[config.mk]
export PLATFORM = sky130hd
export DESIGN_NAME = min_heap_delete_min_unit
export DESIGN_NICKNAME = d
export VERILOG_FILES = /design/src/rtl/mhd_pkg.sv /design/src/rtl/mhd_ram.sv /design/src/rtl/mhd_engine.sv /design/src/rtl/mhd_out.sv /design/src/rtl/min_heap_delete_min_unit.sv
export SDC_FILE = /design/constraint.sdc
export NUM_CORES = 1
export LEC_CHECK = 0
export BUFFER_PORTS_ARGS = -buffer_cell sky130_fd_sc_hd__buf_2
export CORE_ASPECT_RATIO = 1.4
export CORE_MARGIN = 2
export CORE_UTILIZATION = 25
export DETAILED_ROUTE_END_ITERATION = 6
export MAX_ROUTING_LAYER = met4
export SYNTH_ARGS = -nofsm -noshare
export SYNTH_HDL_FRONTEND = slang
export SYNTH_HIERARCHICAL = 1
export SYNTH_SLANG_ARGS = --single-unit
[constraint.sdc]
create_clock -name aclk -period 5.2 [get_ports aclk]
set_input_delay 0.26 -clock aclk [delete_from_list [all_inputs] [get_ports aclk]]
set_output_delay 0.26 -clock aclk [all_outputs]
set_load 0.005 [all_outputs]
[src/rtl/mhd_pkg.sv]
// ---------------------------------------------------------------------------
// mhd_pkg
// Shared constants, codes and types of the min-heap delete-min engine.
// ---------------------------------------------------------------------------
package mhd_pkg;

    // Heap geometry
    localparam int HEAP_DEPTH = 16;
    localparam int ADDR_W     = (HEAP_DEPTH > 1) ? $clog2(HEAP_DEPTH) : 1;
    localparam int CNT_W      = $clog2(HEAP_DEPTH + 1);
    localparam int CIDX_W     = ADDR_W + 2;
    localparam int VAL_W      = 32;
    localparam int OUT_CNT_W  = 5;
    localparam int ERR_W      = 2;
    localparam int M_DATA_W   = 40;

    // Operation codes
    localparam logic OP_APPEND = 1'b0;
    localparam logic OP_DELETE = 1'b1;

    // Error codes
    localparam logic [ERR_W-1:0] ERR_OK    = 2'd0;
    localparam logic [ERR_W-1:0] ERR_EMPTY = 2'd1;
    localparam logic [ERR_W-1:0] ERR_FULL  = 2'd2;

    // Result of one operation
    typedef struct packed {
        logic [VAL_W-1:0]     removed_value;
        logic [OUT_CNT_W-1:0] count_after;
        logic [ERR_W-1:0]     error_code;
    } res_t;

    // Heap store access request
    typedef struct packed {
        logic              we;
        logic [ADDR_W-1:0] waddr;
        logic [VAL_W-1:0]  wdata;
        logic [ADDR_W-1:0] raddr_a;
        logic [ADDR_W-1:0] raddr_b;
    } ram_req_t;

    // Entry count as reported on the result channel, modulo 32
    function automatic logic [OUT_CNT_W-1:0] count5(input logic [CNT_W-1:0] c);
        logic [31:0] w;
        w = 32'(c);
        return w[OUT_CNT_W-1:0];
    endfunction

endpackage

[src/rtl/mhd_ram.sv]
// ---------------------------------------------------------------------------
// mhd_ram
// Generic RAM: one write port, two read ports, registered read data.
// ---------------------------------------------------------------------------
module mhd_ram #(
    parameter int WIDTH = 32,
    parameter int DEPTH = 16
) (
    input  logic                                    aclk,
    input  logic                                    we,
    input  logic [((DEPTH > 1) ? $clog2(DEPTH) : 1)-1:0] waddr,
    input  logic [WIDTH-1:0]                        wdata,
    input  logic [((DEPTH > 1) ? $clog2(DEPTH) : 1)-1:0] raddr_a,
    input  logic [((DEPTH > 1) ? $clog2(DEPTH) : 1)-1:0] raddr_b,
    output logic [WIDTH-1:0]                        rdata_a,
    output logic [WIDTH-1:0]                        rdata_b
);

    logic [WIDTH-1:0] mem [DEPTH];

    // Write and registered reads
    always_ff @(posedge aclk) begin
        if (we) begin
            mem[waddr] <= wdata;
        end
        rdata_a <= mem[raddr_a];
        rdata_b <= mem[raddr_b];
    end

endmodule

[src/rtl/mhd_engine.sv]
// ---------------------------------------------------------------------------
// mhd_engine
// Operation sequencer: append, root fetch and level-by-level sift-down
// over the heap store.
// ---------------------------------------------------------------------------
module mhd_engine (
    input  logic                     aclk,
    input  logic                     aresetn,
    input  logic                     s_valid,
    output logic                     s_ready,
    input  logic                     op,
    input  logic [mhd_pkg::VAL_W-1:0] value,
    output mhd_pkg::ram_req_t        ram_req,
    input  logic [mhd_pkg::VAL_W-1:0] rd_a,
    input  logic [mhd_pkg::VAL_W-1:0] rd_b,
    output logic                     res_valid,
    input  logic                     res_ready,
    output mhd_pkg::res_t            res
);

    localparam logic [2:0] ST_IDLE = 3'd0;
    localparam logic [2:0] ST_LOAD = 3'd1;
    localparam logic [2:0] ST_READ = 3'd2;
    localparam logic [2:0] ST_CMP  = 3'd3;
    localparam logic [2:0] ST_EMIT = 3'd4;

    logic [2:0]                        state_reg, state_next;
    logic [mhd_pkg::CNT_W-1:0]         count_reg, count_next;
    logic [mhd_pkg::CNT_W-1:0]         size_reg, size_next;
    logic [mhd_pkg::ADDR_W-1:0]        pos_reg, pos_next;
    logic [mhd_pkg::VAL_W-1:0]         move_reg, move_next;
    mhd_pkg::res_t                     res_reg, res_next;

    logic [mhd_pkg::CIDX_W-1:0]        left_idx;
    logic [mhd_pkg::CIDX_W-1:0]        right_idx;
    logic [mhd_pkg::CIDX_W-1:0]        child_idx;
    logic                              has_left;
    logic                              has_right;
    logic                              pick_right;
    logic [mhd_pkg::VAL_W-1:0]         child_val;
    logic                              stop;
    logic [mhd_pkg::CNT_W-1:0]         count_inc;
    logic [mhd_pkg::CNT_W-1:0]         count_dec;

    // Children of the current slot and the sift decision
    always_comb begin
        left_idx   = {1'b0, pos_reg, 1'b1};
        right_idx  = left_idx + mhd_pkg::CIDX_W'(1);
        has_left   = left_idx < mhd_pkg::CIDX_W'(size_reg);
        has_right  = right_idx < mhd_pkg::CIDX_W'(size_reg);
        pick_right = has_right && ($signed(rd_b) < $signed(rd_a));
        child_val  = pick_right ? rd_b : rd_a;
        child_idx  = pick_right ? right_idx : left_idx;
        stop       = !has_left || ($signed(move_reg) <= $signed(child_val));
        count_inc  = count_reg + mhd_pkg::CNT_W'(1);
        count_dec  = count_reg - mhd_pkg::CNT_W'(1);
    end

    // Sequencer
    always_comb begin
        state_next = state_reg;
        count_next = count_reg;
        size_next  = size_reg;
        pos_next   = pos_reg;
        move_next  = move_reg;
        res_next   = res_reg;
        s_ready    = 1'b0;
        res_valid  = 1'b0;

        ram_req.we      = 1'b0;
        ram_req.waddr   = pos_reg;
        ram_req.wdata   = move_reg;
        ram_req.raddr_a = left_idx[mhd_pkg::ADDR_W-1:0];
        ram_req.raddr_b = right_idx[mhd_pkg::ADDR_W-1:0];

        unique case (state_reg)
            ST_IDLE: begin
                s_ready = 1'b1;
                if (s_valid) begin
                    pos_next               = '0;
                    res_next.removed_value = '0;
                    res_next.error_code    = mhd_pkg::ERR_OK;
                    res_next.count_after   = mhd_pkg::count5(count_reg);
                    state_next             = ST_EMIT;
                    if (op == mhd_pkg::OP_APPEND) begin
                        if (count_reg == mhd_pkg::CNT_W'(mhd_pkg::HEAP_DEPTH)) begin
                            res_next.error_code = mhd_pkg::ERR_FULL;
                        end else begin
                            ram_req.we           = 1'b1;
                            ram_req.waddr        = count_reg[mhd_pkg::ADDR_W-1:0];
                            ram_req.wdata        = value;
                            count_next           = count_inc;
                            res_next.count_after = mhd_pkg::count5(count_inc);
                        end
                    end else if (count_reg == '0) begin
                        res_next.error_code = mhd_pkg::ERR_EMPTY;
                    end else begin
                        // fetch root and last entry
                        ram_req.raddr_a      = '0;
                        ram_req.raddr_b      = count_dec[mhd_pkg::ADDR_W-1:0];
                        count_next           = count_dec;
                        size_next            = count_dec;
                        res_next.count_after = mhd_pkg::count5(count_dec);
                        state_next           = ST_LOAD;
                    end
                end
            end
            ST_LOAD: begin
                // capture root and the entry that moves down; reads of
                // the root's children go out now
                res_next.removed_value = rd_a;
                move_next              = rd_b;
                state_next             = ST_CMP;
            end
            ST_READ: begin
                state_next = ST_CMP;
            end
            ST_CMP: begin
                ram_req.we = 1'b1;
                if (stop) begin
                    state_next = ST_EMIT;
                end else begin
                    ram_req.wdata = child_val;
                    pos_next      = child_idx[mhd_pkg::ADDR_W-1:0];
                    state_next    = ST_READ;
                end
            end
            ST_EMIT: begin
                res_valid = 1'b1;
                if (res_ready) begin
                    state_next = ST_IDLE;
                end
            end
            default: begin
                state_next = ST_IDLE;
            end
        endcase
    end

    assign res = res_reg;

    // Control state
    always_ff @(posedge aclk) begin
        if (!aresetn) begin
            state_reg <= ST_IDLE;
            count_reg <= '0;
        end else begin
            state_reg <= state_next;
            count_reg <= count_next;
        end
    end

    // Payload
    always_ff @(posedge aclk) begin
        size_reg <= size_next;
        pos_reg  <= pos_next;
        move_reg <= move_next;
        res_reg  <= res_next;
    end

endmodule

[src/rtl/mhd_out.sv]
// ---------------------------------------------------------------------------
// mhd_out
// Result register stage: packs a result and holds it until its transfer.
// ---------------------------------------------------------------------------
module mhd_out (
    input  logic                         aclk,
    input  logic                         aresetn,
    input  logic                         res_valid,
    output logic                         res_ready,
    input  mhd_pkg::res_t                res,
    output logic                         m_tvalid,
    input  logic                         m_tready,
    output logic [mhd_pkg::M_DATA_W-1:0] m_tdata
);

    logic                         valid_reg, valid_next;
    logic [mhd_pkg::M_DATA_W-1:0] data_reg, data_next;

    // Load when empty or when the held result transfers this cycle
    always_comb begin
        res_ready  = !valid_reg || m_tready;
        valid_next = valid_reg;
        data_next  = data_reg;
        if (res_ready) begin
            valid_next = res_valid;
            if (res_valid) begin
                data_next = {1'b0, res.error_code, res.count_after, res.removed_value};
            end
        end
    end

    always_ff @(posedge aclk) begin
        if (!aresetn) begin
            valid_reg <= 1'b0;
        end else begin
            valid_reg <= valid_next;
        end
    end

    always_ff @(posedge aclk) begin
        data_reg <= data_next;
    end

    assign m_tvalid = valid_reg;
    assign m_tdata  = data_reg;

endmodule

[src/rtl/min_heap_delete_min_unit.sv]
// ---------------------------------------------------------------------------
// min_heap_delete_min_unit
// Binary min-heap with append and delete-min over a RAM with registered reads.
// ---------------------------------------------------------------------------
// One operation is in progress at a time; a finished result waits in the
// output register while the next operation is taken. A delete reads the root
// and the last entry, then for each level that the moved entry sinks reads
// both children from the dual-read heap RAM and then compares and writes
// back. With 16 entries the moved entry sinks at most 3 levels. Slots at or
// above the entry count are never read as data.
// ---------------------------------------------------------------------------
module min_heap_delete_min_unit (
    input  logic                         aclk,
    input  logic                         aresetn,
    input  logic                         s_tvalid,
    output logic                         s_tready,
    input  logic [mhd_pkg::VAL_W-1:0]    s_tdata,   // [31:0] value
    input  logic [0:0]                   s_tuser,   // [0] opcode
    output logic                         m_tvalid,
    input  logic                         m_tready,
    // [31:0] removed_value, [36:32] count_after, [38:37] error_code, [39] zero
    output logic [mhd_pkg::M_DATA_W-1:0] m_tdata
);

    mhd_pkg::ram_req_t          ram_req;
    logic [mhd_pkg::VAL_W-1:0]  rd_a;
    logic [mhd_pkg::VAL_W-1:0]  rd_b;
    logic                       res_valid;
    logic                       res_ready;
    mhd_pkg::res_t              res;

    // Heap store
    mhd_ram #(
        .WIDTH (mhd_pkg::VAL_W),
        .DEPTH (mhd_pkg::HEAP_DEPTH)
    ) u_ram (
        .aclk    (aclk),
        .we      (ram_req.we),
        .waddr   (ram_req.waddr),
        .wdata   (ram_req.wdata),
        .raddr_a (ram_req.raddr_a),
        .raddr_b (ram_req.raddr_b),
        .rdata_a (rd_a),
        .rdata_b (rd_b)
    );

    // Operation sequencer
    mhd_engine u_engine (
        .aclk      (aclk),
        .aresetn   (aresetn),
        .s_valid   (s_tvalid),
        .s_ready   (s_tready),
        .op        (s_tuser[0]),
        .value     (s_tdata),
        .ram_req   (ram_req),
        .rd_a      (rd_a),
        .rd_b      (rd_b),
        .res_valid (res_valid),
        .res_ready (res_ready),
        .res       (res)
    );

    // Result register
    mhd_out u_out (
        .aclk      (aclk),
        .aresetn   (aresetn),
        .res_valid (res_valid),
        .res_ready (res_ready),
        .res       (res),
        .m_tvalid  (m_tvalid),
        .m_tready  (m_tready),
        .m_tdata   (m_tdata)
    );

endmodule

==> metrics.cfg <==
[finish]
layout.nets=2230
area_growth_pct=23.0
largest_reg_flops=512
final_util_pct=30.9
final_area_sq_um=38900
layout-drive-gt1-share_pct=37.3

[hold_path]
min_path_type=in -> reg
whs_path_depth=2
holdCritStartpoint=s_tuser
worstHoldEndpoint=u_engine/res[1]$_DFFE_PP_

[sta]
period_needed_ns=5.34
fin_skew_ns=0.0236
timing.final.ws_setup_ns=-0.145
max_freq_ghz=0.187
hold_violations=0
rsz0062_at_grt=yes
worstMarginPinSlew_ns=1.21
min_period_over_period_pct=103
finalSetupTns_ns=-36.72
finalSetupViolations=429
drv_slew=0
slew_headroom_pct=18.3

[worst_setup_path]
critPathKind=reg -> reg
cp_data_arrival_time_ns=5.72
endpoint_kind=flop
crit-reg2reg-launch=u_ram/rdata_a[24]$_DFF_P_
reg2reg_slack_ns=-0.14
cp_data_required_time_ns=5.57
cp_max_fo=16
worstRegToRegCells=25
reg2reg_to=u_ram/mem[14][24]$_DFFE_PP_
critPathLaunchType=flop

[floorplan]
pin_count=79
start_util_pct=25.2
rows=154
fp.coreArea_sq_um=126000
die_w_um=305
die_area_sq_um=129000
die_h_um=425

[grt]
grt_pass1_wl_um=130000
grt_max_degree=129
grt_pass1_vias=19308
antenna_found_initial=7
overflow=0
grt_usage_pct=14.1

[pwr]
leakage_nw=13.2
powerDensity_nw_per_um2=553
peakVddDrop_uv=321
totalPowerFinal_mw=21.5

[synth]
synth_edf_count=631
synth_top_flop_cell=edfxtp_1
post_synth_num_cell_types=58
synthTopCellsByCount=edfxtp_1 (631), mux4_2 (256), nand2_1 (203)
synthTopCellsByArea=edfxtp_1 (60%), mux4_2 (18%), dfxtp_1 (4.6%)
syn_area_per_cell_sq_um=17.1
ys_ff_latch=704
syn_inst=1848
async_reset_ff_share_pct=0
synth.most_common_cell=edfxtp_1
synth.cell_area_sq_um=31600
synth_warnings=6
yosysSeqAreaShare_pct=64.5
yosysTopAreaCell=edfxtp_1
netlist.area_leader.share_pct=59.9
syn_nets=1960

[detailed_routing]
vias=18724
route.detailed.wl_per_inst_um=24.1
drcViolationCount=0
wirelength_um=91900
ant_nets=0
firstDrtPassIters=6
dr.first_iter.drc_count=1586
viasPerCell=4.91

[cts]
cts_buffers=60
clkSinkCount=704
cts_tree=yes
root_buffer=clkbuf_16
clkTransAtPathRegs_ns=0.07
clockBufferDepth=3
htree_levels=2
insertion_delay_ns=0.64

[placement]
portBuffers=77
placed_area_sq_um=35600
dp_slack_ns=-0.422
gp_congestion=0.831
dp.final_hpwl_um=54400

[outcome]
status=complete, but fails checks
violations=setup timing

[flow_run]
drv_cap=0

-- report_power, final --
part / total, mW / leakage [nW] / switching (mW) / internal, mW
Sequential: 7.78 / 6.37 / 0.447 / 7.33
Combinational: 9.09 / 5.88 / 4.85 / 4.24
Clock: 4.64 / 0.993 / 2.06 / 2.58
Total: 21.5 / 13.2 / 7.36 / 14.1
-- layout make-up --
type	count	area, sq um
fillers	12186	86900
flip-flops and latches	704	20400
clock buffers	80	1680
inverters	49	184
diodes	5	12.5
well taps	1638	2050
multi-input cells	981	11400
clock inverters	34	349
repair buffers	322	2860
-- cell usage in the layout (no fill, tap or decap), types with 17 or more instances in the layout --
cell / count
buf_2: 77
buf_12: 36
a22oi_1: 130
nand2_1: 197
mux2i_1: 17
nor2_1: 19
ha_4: 18
edfxtp_1: 631
ha_1: 57
a21oi_1: 25
and2_1: 36
dfxtp_1: 60
buf_4: 171
inv_1: 45
mux4_2: 256
buf_6: 30
clkbuf_16: 64
-- critical path: stages, from the launching register on --
cell	delay, ns
dfxtp_1	0.33
inv_1	0.05
ha_1	0.27
nand4_1	0.19
buf_4	0.21
nor4_4	0.25
buf_4	0.17
nor3b_4	0.21
buf_6	0.13
nor4_4	0.04
nor3_4	0.22
buf_6	0.15
buf_12	0.17
buf_6	0.13
mux2i_4	0.25
ha_4	0.23
nand4_1	0.12
nor2_1	0.07
a221o_1	0.28
or3_4	0.40
a21oi_4	0.20
mux2i_4	0.31
buf_6	0.20
clkbuf_16	0.19
o211ai_1	0.09
buf_4	0.19
-- cell families (layout without fill, tap and decap cells) --
kind of cell,Yosys count,in the layout,share of synthesized area (%)
other,1,6,0.0118
AO/OA/AOI/OAI,243,243,5.25
multiplexers,292,292,19.4
flip-flops,704,704,64.5
buffers and inverters,163,485,2.42
adder cells (fa/ha/maj),75,75,2.97
XOR/XNOR,8,8,0.221
AND/OR/NAND/NOR,362,362,5.27
-- layer usage --
layer  vias to the layer above  track usage (%)  part of all wire (%)
met5                         -                -                     0
met4                         0             5.50                   4.4
met3                       201             1.36                   5.6
met2                       726             24.8                    52
met1                      9754             16.6                    38
li1                       8043                -                     -
-- worst max-delay path by stage --
stage	slack [ns]	cells past startpoint	to	startpoint
floorplan	0.22	22	u_ram/mem[0][3]$_DFFE_PP_	u_ram/rdata_a[30]$_DFF_P_
global placement	-0.40	19	u_ram/mem[12][23]$_DFFE_PP_	u_ram/rdata_a[10]$_DFF_P_
detailed placement	-0.42	20	u_ram/mem[14][27]$_DFFE_PP_	u_ram/rdata_a[10]$_DFF_P_
CTS	0.002	27	u_ram/mem[0][1]$_DFFE_PP_	u_ram/rdata_a[8]$_DFF_P_
global route	-0.32	26	u_ram/mem[8][24]$_DFFE_PP_	u_ram/rdata_a[25]$_DFF_P_
finish	-0.14	25	u_ram/mem[14][24]$_DFFE_PP_	u_ram/rdata_a[24]$_DFF_P_
-- stage by stage --
step,hold slack [ns],cells
6_report,0.0533,3813
3_3_place_gp,0.402,3644
5_1_grt,0.0998,3813
2_1_floorplan,0.393,1848
3_5_place_dp,0.405,3644
4_1_cts,0.0297,3783
-- what timing repair did --
action,4_1_cts,5_1_grt
gates cloned,2,15
hold endpoints to repair,9,0
pin swaps,25,19
setup buffers,19,13
gates resized for setup,78,109
endpoints found under the setup margin,516,517
hold buffers,4,0
(Power assumes the default switching activity.)
